<file path="src/rtl/core/cptm_pkg.sv">
`timescale 1ns / 1ps
// Shared types for the control period timing monitor.
// No dependencies; imported by the interfaces, the classifier and the top level.
package cptm_pkg;

    typedef enum logic [2:0] {
        ST_FIRST  = 3'd0,
        ST_EARLY  = 3'd1,
        ST_NORMAL = 3'd2,
        ST_LATE   = 3'd3,
        ST_MISSED = 3'd4
    } t_status;

    typedef struct packed {
        logic [31:0] now_ms;
    } t_in_item;

    typedef struct packed {
        t_status     timing_status;
        logic [31:0] step_dt_ms;
        logic [31:0] missed_total;
        logic [31:0] late_total;
    } t_out_item;

    // Decision for one timestamp, handed from the classifier to the state registers.
    typedef struct packed {
        t_status     status;
        logic [31:0] dt_ms;
        logic        set_started;
        logic        ref_update;
        logic        miss_inc;
        logic        late_inc;
    } t_step_ctl;

    localparam logic [31:0] PERIOD_RESET = 32'd10;

endpackage

</file>
<file path="src/rtl/core/cptm_if.sv">
`timescale 1ns / 1ps
// Valid/ready channels for timestamps in and classified steps out.
// Depends on cptm_pkg for the payload structs.
interface cptm_in_if import cptm_pkg::*; ();
    logic     valid;
    logic     ready;
    t_in_item payload;

    modport source (output valid, output payload, input ready);
    modport sink   (input valid, input payload, output ready);
endinterface

interface cptm_out_if import cptm_pkg::*; ();
    logic      valid;
    logic      ready;
    t_out_item payload;

    modport source (output valid, output payload, input ready);
    modport sink   (input valid, input payload, output ready);
endinterface

</file>
<file path="src/rtl/core/cptm_classify.sv">
`timescale 1ns / 1ps
// Step classifier: elapsed time and the three period comparisons for one timestamp.
// Depends on cptm_pkg for t_step_ctl and t_status.
module cptm_classify import cptm_pkg::*; (
    input  logic [31:0] i_period,
    input  logic        i_started,
    input  logic [31:0] i_ref_ms,
    input  logic [31:0] i_now_ms,
    output t_step_ctl   o_ctl
);

    logic [31:0] elapsed;
    logic [32:0] elapsed_x2;
    logic [32:0] period_x2;
    logic [33:0] period_x3;
    logic        is_early;
    logic        is_missed;
    logic        is_late;

    assign elapsed    = i_now_ms - i_ref_ms;
    assign elapsed_x2 = {elapsed, 1'b0};
    assign period_x2  = {i_period, 1'b0};
    assign period_x3  = {1'b0, period_x2} + {2'b00, i_period};

    assign is_early  = elapsed_x2 < {1'b0, i_period};
    assign is_missed = {1'b0, elapsed} > period_x2;
    assign is_late   = {1'b0, elapsed_x2} > period_x3;

    always_comb begin
        o_ctl = '{status: ST_MISSED, dt_ms: '0, set_started: 1'b0,
                  ref_update: 1'b0, miss_inc: 1'b0, late_inc: 1'b0};
        if (i_period == '0) begin
            // zero period: report missed, touch nothing
            o_ctl.status = ST_MISSED;
        end else if (!i_started) begin
            o_ctl.status      = ST_FIRST;
            o_ctl.set_started = 1'b1;
            o_ctl.ref_update  = 1'b1;
        end else if (is_early) begin
            o_ctl.status = ST_EARLY;
        end else if (is_missed) begin
            o_ctl.status     = ST_MISSED;
            o_ctl.ref_update = 1'b1;
            o_ctl.miss_inc   = 1'b1;
        end else if (is_late) begin
            o_ctl.status     = ST_LATE;
            o_ctl.dt_ms      = elapsed;
            o_ctl.ref_update = 1'b1;
            o_ctl.late_inc   = 1'b1;
        end else begin
            o_ctl.status     = ST_NORMAL;
            o_ctl.dt_ms      = elapsed;
            o_ctl.ref_update = 1'b1;
        end
    end

endmodule

</file>
<file path="src/rtl/core/control_period_timing_monitor.sv">
`timescale 1ns / 1ps
// Top level of the control period timing monitor: state registers and output stage.
// Depends on cptm_pkg, cptm_if and cptm_classify.
//
// Usage:
//   i_in carries one millisecond timestamp per control step; o_out returns one
//   classified step per timestamp (status, elapsed ms, miss and late totals).
//   i_cfg_we / i_cfg_wdata write the nominal period; write it only while idle.
//   The result is registered: a timestamp transferred on i_in is offered on
//   o_out in the next cycle. Throughput is one item per cycle while o_out is not
//   stalled; the elapsed-time subtract and three comparisons against the period
//   set the cycle, and the reference register feeds the next item directly.
//   The single output register takes a new result whenever it is empty or its
//   content is taken in the same cycle, so i_in.ready follows o_out.ready while
//   a result is held; a stalled receiver stalls the input after one item.
//   Reset (synchronous, active low) clears the started flag, reference time and
//   both counters, sets the period to 10 ms and empties the output register.
module control_period_timing_monitor import cptm_pkg::*; (
    input  logic        i_clk,
    input  logic        i_rst_n,
    input  logic        i_cfg_we,
    input  logic [31:0] i_cfg_wdata,
    cptm_in_if.sink     i_in,
    cptm_out_if.source  o_out
);

    logic [31:0] r_period;
    logic        r_started;
    logic [31:0] r_ref_ms;
    logic [31:0] r_miss_cnt;
    logic [31:0] r_late_cnt;
    logic        r_out_valid;
    t_out_item   r_out;

    logic [31:0] n_miss_cnt;
    logic [31:0] n_late_cnt;
    logic        in_xfer;
    t_step_ctl   step_ctl;

    cptm_classify u_classify (
        .i_period  (r_period),
        .i_started (r_started),
        .i_ref_ms  (r_ref_ms),
        .i_now_ms  (i_in.payload.now_ms),
        .o_ctl     (step_ctl)
    );

    assign i_in.ready = !r_out_valid || o_out.ready;
    assign in_xfer    = i_in.valid && i_in.ready;

    assign n_miss_cnt = r_miss_cnt + {31'd0, step_ctl.miss_inc};
    assign n_late_cnt = r_late_cnt + {31'd0, step_ctl.late_inc};

    always_ff @(posedge i_clk) begin
        if (!i_rst_n) begin
            r_period <= PERIOD_RESET;
        end else if (i_cfg_we) begin
            r_period <= i_cfg_wdata;
        end
    end

    always_ff @(posedge i_clk) begin
        if (!i_rst_n) begin
            r_started  <= 1'b0;
            r_ref_ms   <= '0;
            r_miss_cnt <= '0;
            r_late_cnt <= '0;
        end else if (in_xfer) begin
            if (step_ctl.set_started) begin
                r_started <= 1'b1;
            end
            if (step_ctl.ref_update) begin
                r_ref_ms <= i_in.payload.now_ms;
            end
            r_miss_cnt <= n_miss_cnt;
            r_late_cnt <= n_late_cnt;
        end
    end

    always_ff @(posedge i_clk) begin
        if (!i_rst_n) begin
            r_out_valid <= 1'b0;
        end else if (in_xfer) begin
            r_out_valid <= 1'b1;
        end else if (o_out.ready) begin
            r_out_valid <= 1'b0;
        end
    end

    // payload holds while stalled; load only on a transfer
    always_ff @(posedge i_clk) begin
        if (in_xfer) begin
            r_out.timing_status <= step_ctl.status;
            r_out.step_dt_ms    <= step_ctl.dt_ms;
            r_out.missed_total  <= n_miss_cnt;
            r_out.late_total    <= n_late_cnt;
        end
    end

    assign o_out.valid   = r_out_valid;
    assign o_out.payload = r_out;

    a_miss_step: assert property (@(posedge i_clk) disable iff (!i_rst_n)
        ($past(i_rst_n) && r_miss_cnt != $past(r_miss_cnt))
            |-> (r_miss_cnt == $past(r_miss_cnt) + 32'd1))
        else $error("miss counter moved by other than one");

    a_late_step: assert property (@(posedge i_clk) disable iff (!i_rst_n)
        ($past(i_rst_n) && r_late_cnt != $past(r_late_cnt))
            |-> (r_late_cnt == $past(r_late_cnt) + 32'd1))
        else $error("late counter moved by other than one");

    a_xfer_fills: assert property (@(posedge i_clk) disable iff (!i_rst_n)
        in_xfer |=> r_out_valid)
        else $error("accepted step produced no result");

    a_dt_status: assert property (@(posedge i_clk) disable iff (!i_rst_n)
        (r_out_valid && r_out.step_dt_ms != 32'd0)
            |-> (r_out.timing_status == ST_NORMAL || r_out.timing_status == ST_LATE))
        else $error("elapsed time reported for a step that is not normal or late");

endmodule
</file>
<file path="src/flat_wrapper.sv">
// flat-port wrapper written by rule: the top's interface ports become plain ports
module control_period_timing_monitor_flat import cptm_pkg::*;
  (i_clk, i_rst_n, i_cfg_we, i_cfg_wdata, i_in_valid, i_in_payload, i_in_ready, o_out_valid, o_out_payload, o_out_ready);
  cptm_in_if i_in_i ();
  cptm_out_if o_out_i ();
  input  logic i_clk;
  input  logic i_rst_n;
  input  logic i_cfg_we;
  input  logic [31:0] i_cfg_wdata;
  input wire logic [$bits(i_in_i.valid)-1:0] i_in_valid;
  input wire logic [$bits(i_in_i.payload)-1:0] i_in_payload;
  output wire logic [$bits(i_in_i.ready)-1:0] i_in_ready;
  output wire logic [$bits(o_out_i.valid)-1:0] o_out_valid;
  output wire logic [$bits(o_out_i.payload)-1:0] o_out_payload;
  input wire logic [$bits(o_out_i.ready)-1:0] o_out_ready;
  assign i_in_i.valid = i_in_valid;
  assign i_in_i.payload = i_in_payload;
  assign i_in_ready = i_in_i.ready;
  assign o_out_valid = o_out_i.valid;
  assign o_out_payload = o_out_i.payload;
  assign o_out_i.ready = o_out_ready;
  control_period_timing_monitor u_core (.i_clk(i_clk), .i_rst_n(i_rst_n), .i_cfg_we(i_cfg_we), .i_cfg_wdata(i_cfg_wdata), .i_in(i_in_i), .o_out(o_out_i));
endmodule
</file>
<file path="config.mk">
export PLATFORM = sky130hd
export DESIGN_NAME = control_period_timing_monitor_flat
export DESIGN_NICKNAME = d
export VERILOG_FILES = /design/src/rtl/core/cptm_pkg.sv /design/src/rtl/core/cptm_if.sv /design/src/rtl/core/cptm_classify.sv /design/src/rtl/core/control_period_timing_monitor.sv /design/src/flat_wrapper.sv
export SDC_FILE = /design/constraint.sdc
export NUM_CORES = 1
export LEC_CHECK = 0
export BUFFER_PORTS_ARGS = -buffer_cell sky130_fd_sc_hd__buf_2
export CORE_ASPECT_RATIO = 0.8
export CORE_UTILIZATION = 35
export DETAILED_ROUTE_END_ITERATION = 8
export PLACE_DENSITY = 0.63
export SYNTH_ARGS = -nofsm -noshare
export SYNTH_HDL_FRONTEND = slang
export SYNTH_SLANG_ARGS = --single-unit
</file>
<file path="constraint.sdc">
create_clock -name i_clk -period 12 [get_ports i_clk]
set_clock_uncertainty 0.05 [all_clocks]
set_input_delay 2.4 -clock i_clk [delete_from_list [all_inputs] [get_ports i_clk]]
set_output_delay 2.4 -clock i_clk [all_outputs]
set_load 0.01 [all_outputs]
</file>
==> impl_metrics.ini, run 1 <==
[pwr]
power.ir.vdd_worst_uv = 96.8
switching_part_of_the_total_pct = 31.8
clkPwrFrac_pct = 35.8
power.internal_mw = 1.63
seqPwrFrac_pct = 37.0
net-switching-power_mw = 0.759
power-per-cell-area_nw_per_um2 = 136
p_comb_share_pct = 27.2
total_leakage_power_nw = 7.37

[floorplanning]
chipHeight_um = 189
io_pins = 170
die_area_sq_um = 44500
rows = 68
placeableCoreArea_sq_um = 43100
initial_utilization_pct = 35.4
fp.dieW_um = 236

[place]
detailedPlace.worstSlack_ns = 1.53
port_buffers = 169
place_congestion = 0.860
hpwlAfterDp_um = 29300
placedInstanceArea_sq_um = 16700

[synthesis]
synth.cell_area_sq_um = 15300
syn_nets = 1873
yosys_warnings = 0
yosysSeqAreaShare_pct = 36.5
ys_async_sr_fraction_pct = 0
postSynthAreaPerCell_sq_um = 9.39
dominantRegCellSynth = dfxtp_1
synth.ff_latch_count = 229
postSynthCellCount = 1627
synth_enable_flop_cells = 99
synth.distinct_cells = 75

[setup_path]
critical_path.startpoint_type = input pin
cp.required_ns = 12.39
cp_data_arrival_time_ns = 10.42
worst_setup_path_type = input pin to register
critical_path_peak_fanout = 34
cp-end-kind = register
critical-path-max-stage-delay_ns = 0.62
slowest_stage = o211a_1

[clock_network]
clockBufferDepth = 3
cts_hold_buffers = 0
tritoncts.num_buffers = 26
clock_sinks = 229
post-cts-setup-buffer-count = 0
clock_tree.htree_level_count = 1
clkSlewWorstSetupHoldPaths_ns = 0.06
worst_skew_pair.late_latency_ns = 0.56
clock_tree_from_tritoncts = yes
number_of_gates_given_a_new_drive_strength_after_cts = 0
clock-root-buffer = clkbuf_16

[sta]
timing_worst_slew_pin_value_ns = 1.05
final_report_hold_violation_count = 0
timing.final.setup_violations = 0
setup_tns_ns = 0
hold-worst-slack_ns = 0.408
timing.slew.headroom_pct = 30.3
final_period_minus_worst_setup_slack_ns = 10.03
post-route-period-util_pct = 83.6
max_freq_mhz = 99.7
report.final.slew_viol_count = 0
final_critical_path_setup_slack_ns = 1.97
unrepaired_setup_endpoints_after_global_routing = false

[drt]
drt-pass1-iter-count = 5
route.vias.total = 12100
vias_per_cell = 5.13
post-route-drc-count = 0
count_of_antenna_violating_nets_left_after_detailed_routing = 0
wirelength_um = 38300
first_iter_violations = 594
routed_wire_length_per_instance_um = 16.2

[final_layout]
commonest_non_fill_non_tap_cell_in_the_layout = ha_1
layout-area-overhead-vs-synth_pct = 15.0
design_area_sq_um = 17600
post_route_cells_drive_above_1_share_pct = 13.6
num-nets-final = 2026
most_frequent_cells_in_the_layout = ha_1 (175), buf_2 (168), nand2_1 (165)
finish.utilization_pct = 40.7
num-fill-cells = 4234

[status]
run_status = complete, no violations

[global_routing]
globalRouteMet1Util_pct = 23.6
grt_overflow_total = 0
grt_pass1_wl_um = 61400
grt_max_degree = 99
groute.usage.overall_pct = 17.0
number_of_antenna_violations_at_the_first_check_in_global_routing = 2
number_of_global_route_vias_before_repair = 11900
gr-max-usage-layer = met2
grt_use_met3_pct = 2.89
use_met2_pct = 27.1

[worst_hold_path]
min_path_type = register to register

[flow_run]
maxCapViolCount = 0
final timing paths:
check	start	endpoint	slack, ns	cells past startpoint
hold / removal	u_core.r_ref_ms[1]$_SDFFE_PN0P_	u_core.r_ref_ms[1]$_SDFFE_PN0P_	0.41	2
setup reg to reg	u_core.r_ref_ms[0]$_SDFFE_PN0P_	u_core.r_late_cnt[28]$_SDFFE_PN0P_	3.63	33
setup / recovery	i_in_payload[0]	u_core.r_late_cnt[28]$_SDFFE_PN0P_	1.97	35
hold reg to reg	u_core.r_ref_ms[1]$_SDFFE_PN0P_	u_core.r_ref_ms[1]$_SDFFE_PN0P_	0.41	2
area by class of cell:
cell class / instances / area (sq um) / area share [%]
clock inverter: 21 / 259 / 1.47
multi-input combinational: 1256 / 9150 / 52.1
timing repair buffer: 173 / 878 / 5.00
tap: 560 / 701 / 3.99
clock buffer: 27 / 654 / 3.72
inverter: 94 / 355 / 2.02
sequential: 229 / 5580 / 31.7
antenna: 1 / 2.50 / 0.0142
registers in the layout, indices dropped and copies added, names as in the netlist:
name,count
u_core.r_late_cnt,32
u_core.o_out.valid,1
u_core.r_miss_cnt,32
u_core.o_out.payload,99
u_core.r_started,1
u_core.r_ref_ms,32
u_core.r_period,32
through the flow:
step,total power [mW],cells
4_1_cts,2.41,2360
6_report,2.39,2361
3_3_place_gp,1.52,2312
3_5_place_dp,1.54,2312
2_1_floorplan,1.36,1627
5_1_grt,2.53,2360
cells by family after synthesis:
kind of cell	share of synthesized area (%)
AOI/OAI and AO/OA	13.9
xor gates and xnor gates	8.31
adders and majority gates	14.6
buffers and inverters	3.71
DFF	36.5
muxes	4.19
and+or+nand+nor	18.8
synth_stat cells, types with 4 or more instances:
master	n	area share, %
a211o_1	4	0.23
and2_1	47	1.9
or2_2	6	0.25
nor3_1	28	0.92
xnor2_1	87	5.0
nor2_1	73	1.8
a2111oi_0	5	0.29
o21bai_1	7	0.34
a21o_1	44	2.2
a21oi_1	76	2.5
nor2b_1	37	1.5
xor2_1	58	3.3
dfxtp_1	130	17
o31ai_1	8	0.39
or3_1	25	1.0
nor4_1	10	0.41
a21boi_1	5	0.25
o21ai_0	71	2.3
edfxtp_1	99	19
a211oi_1	15	0.74
nand4_1	35	1.4
nor3b_1	25	1.2
nand2b_1	10	0.41
and4_1	5	0.29
nand2_1	165	4.1
and3_1	14	0.57
o21a_1	19	0.93
o31a_1	5	0.29
buf_4	4	0.20
inv_1	93	2.3
ha_1	175	14
buf_2	8	0.26
a21boi_0	25	1.2
o211ai_1	11	0.54
clkbuf_1	33	0.81
nand3_1	41	1.3
mux2i_1	64	4.2
critical path, delay by kind of cell:
kind | cells | cell delay, ns
compound gates | 12 | 3.14
simple gates | 14 | 3.09
fa+ha+maj | 5 | 1.44
xor+xnor | 1 | 0.09
buf+inv | 3 | 0.23
per-layer routing:
metal  wire length [um]  vias to the layer above
met5                  0                        -
met4               1090                        0
met3               2100                       58
met2              16600                      288
met1              18500                     5623
li1                   -                     6146
power by group through the flow:
stage / sequential [mW] / clock [mW] / combinational, mW
floorplan: 0.907 / 0 / 0.455
finish: 0.883 / 0.854 / 0.650
global route: 0.887 / 0.908 / 0.736
detailed placement: 0.899 / 0 / 0.645
global placement: 0.899 / 0 / 0.624
CTS: 0.883 / 0.882 / 0.648
Note: power is estimated with default switching activity, not from simulation.
==> run 2, diff against run 1 <==
ABC_AREA = 1   (was unset)
clock period = 9.62 ns   (was 12 ns; I/O delays follow)
==> run 2 against run 1 <==
- hold slack improved by 0.029 ns
- die area about the same
- global-route usage increased by 1.6 points
- synthesized cell count increased by 17%
- cell area decreased by 0.27%
- first-iteration DRC count increased by 55%
- register-to-register slack got worse by 0.97 ns
- clock-buffer cell count increased by 7
==> impl_metrics.ini, run 2 <==
[final_layout]
post_route_cells_drive_above_1_share_pct = 14.5
commonest_non_fill_non_tap_cell_in_the_layout = inv_1
layout-area-overhead-vs-synth_pct = 14.6
finalNonFillerCells = 2647
num-nets-final = 2311
most_frequent_cells_in_the_layout = inv_1 (278), nand2_1 (267), nor2_1 (191)
num-fill-cells = 4301
largest_register_ffs = 99

[synthesis]
synth_top_family_by_area = simple AND/OR/NAND/NOR gates
synth_area_leader_cell = edfxtp_1
postSynthAreaPerCell_sq_um = 8.02
yosys.area_share.adder_pct = 14.6
synth.distinct_cells = 51
yosys_warnings = 0
synthTopCellsByArea = edfxtp_1 (19%), dfxtp_1 (17%), ha_1 (14%)
yosysSeqAreaShare_pct = 36.5
synth.ff_latch_count = 229
post_synth_top_area_share_pct = 19.4
synth.cells.most_frequent = inv_1 (278), nand2_1 (268), nor2_1 (192)
dominantRegCellSynth = dfxtp_1
ys_async_sr_fraction_pct = 0
synth_compound_area_share_pct = 12.8
syn_nets = 2153
synth_enable_flop_cells = 99
synth_most_common_cell = inv_1
postSynthCellCount = 1907
synth_xor_area_share_pct = 6.58
synthMuxAreaShare_pct = 0
post_synth_and_or_nand_nor_area_fraction_pct = 21.0
synth.cell_area_sq_um = 15300

[drt]
route.vias.total = 13100
post-route-drc-count = 0
vias_per_cell = 4.94
wirelength_um = 41600
drt-pass1-iter-count = 5
count_of_antenna_violating_nets_left_after_detailed_routing = 0
first_iter_violations = 922
routed_wire_length_per_instance_um = 15.7

[worst_hold_path]
holdPathEnd = u_core.r_ref_ms[29]$_SDFFE_PN0P_
min_path_type = register to register
hold-path-cell-count = 2
hold_path_startpoint = u_core.r_ref_ms[29]$_SDFFE_PN0P_

[floorplanning]
fp.dieW_um = 236
io_pins = 170
initial_utilization_pct = 35.5
die_area_sq_um = 44500
rows = 68
placeableCoreArea_sq_um = 43100
chipHeight_um = 189

[setup_path]
reg2reg_to = u_core.r_late_cnt[28]$_SDFFE_PN0P_
cp.required_ns = 10.02
critical_path_peak_fanout = 5
critical-path-max-stage-delay_ns = 0.45
cp-end-kind = register
critical_path.startpoint_type = input pin
worst_setup_path_type = input pin to register
cp_data_arrival_time_ns = 8.75
worst_r2r_startpoint = u_core.r_ref_ms[0]$_SDFFE_PN0P_
slowest_stage = fa_1
timing.critical_path.mode_cell = nand2_1
startpoint = i_in_payload[0]
ff2ff_path_depth = 41
slack_of_the_worst_reg_to_reg_path_ns = 2.66

[pwr]
p_total_mw = 3.24
power-per-cell-area_nw_per_um2 = 185
power.ir.vdd_worst_uv = 132
total_leakage_power_nw = 8.20

[sta]
setup_tns_ns = 0
final_report_hold_violation_count = 0
final_critical_path_setup_slack_ns = 1.26
max_freq_mhz = 120
final_period_minus_worst_setup_slack_ns = 8.36
timing.slew.headroom_pct = 32.3
report.final.slew_viol_count = 0
timing.final.setup_violations = 0
post-route-period-util_pct = 86.9
timing_worst_slew_pin_value_ns = 1.02
unrepaired_setup_endpoints_after_global_routing = false

[global_routing]
grt_pass1_wl_um = 67300
grt_max_degree = 107
grt_overflow_total = 0
groute.usage.overall_pct = 18.6
number_of_antenna_violations_at_the_first_check_in_global_routing = 2
number_of_global_route_vias_before_repair = 12500

[place]
detailedPlace.worstSlack_ns = 0.742
place_congestion = 0.942
port_buffers = 169
hpwlAfterDp_um = 31600
dp_cells = 2597

[flow_run]
maxCapViolCount = 0

[status]
run_status = complete, no violations

[clock_network]
post-cts-setup-buffer-count = 0
tritoncts.num_buffers = 26
clock_tree.htree_level_count = 1
clockBufferDepth = 3
cts_hold_buffers = 0
number_of_gates_given_a_new_drive_strength_after_cts = 0
clock_tree_from_tritoncts = yes
clkSlewWorstSetupHoldPaths_ns = 0.06
worst_skew_pair.late_latency_ns = 0.55
clock_sinks = 229
clock-root-buffer = clkbuf_16
-- run 2: cell types whose count changed after synthesis, sizes merged, moves of 42 or more --
| cell | delta |
|---|---|
| o21ai | +67 |
| mux2i | -64 |
| xnor2 | -63 |
| nor2 | +164 |
| a21o | -42 |
| a21oi | +106 |
| and2 | -47 |
| nand2 | +114 |
| inv | +191 |
-- run 2: kinds of logic after synthesis --
| logic type | Yosys count |
|---|---|
| flip-flops | 229 |
| AO/OA/AOI/OAI | 366 |
| adder cells (fa/ha/maj) | 177 |
| XOR/XNOR | 114 |
| buffers and inverters | 331 |
| AND/OR/NAND/NOR | 690 |
-- run 2: power breakdown --
part	switching (mW)	internal (mW)	total [mW]
sequential	0.0538	1.11	1.17
combinational	0.697	0.383	1.08
clock	0.424	0.572	0.996
total	1.17	2.07	3.24
-- run 2: worst max-delay path, delay by kind of cell --
family	cells	cell delay, ns
AO/OA/AOI/OAI	5	0.91
XOR/XNOR	1	0.15
adder cells (fa/ha/maj)	5	1.35
buffers and inverters	5	0.57
AND/OR/NAND/NOR	27	3.83
-- run 2: worst max path at each step --
stage	end	depth (start not counted)
floorplan	u_core.o_out.payload[28]$_DFFE_PP_	40
global placement	u_core.r_late_cnt[28]$_SDFFE_PN0P_	43
detailed placement	u_core.r_late_cnt[28]$_SDFFE_PN0P_	43
CTS	u_core.r_late_cnt[28]$_SDFFE_PN0P_	43
global route	u_core.r_late_cnt[31]$_SDFFE_PN0P_	39
finish	u_core.r_late_cnt[28]$_SDFFE_PN0P_	43
-- run 2: per-stage QoR --
step | hold slack (ns) | util (%) | instance area, sq um
floorplan | 0.405 | - | 15300
global placement | 0.418 | 38.7 | 16700
CTS | 0.440 | 40.6 | 17500
detailed placement | 0.426 | 38.7 | 16700
global route | 0.456 | 40.6 | 17500
finish | 0.437 | 40.6 | 17500
-- run 2: layout make-up --
class	count	area (sq um)	area share, %
multi-input combinational	1347	8430	48.1
sequential	229	5580	31.8
inverter	285	1070	6.12
timing repair buffer	176	898	5.13
clock buffer	34	701	4.00
tap	560	701	4.00
clock inverter	14	148	0.842
antenna	2	5.00	0.0286
-- run 2: routing by layer --
metal / vias up / wire length (um) / global-route usage (%)
li1: 6646 / - / -
met4: 0 / 664 / 3.32
met5: - / 0 / 0
met1: 6113 / 21600 / 27.3
met2: 277 / 17300 / 29.0
met3: 39 / 1980 / 3.00
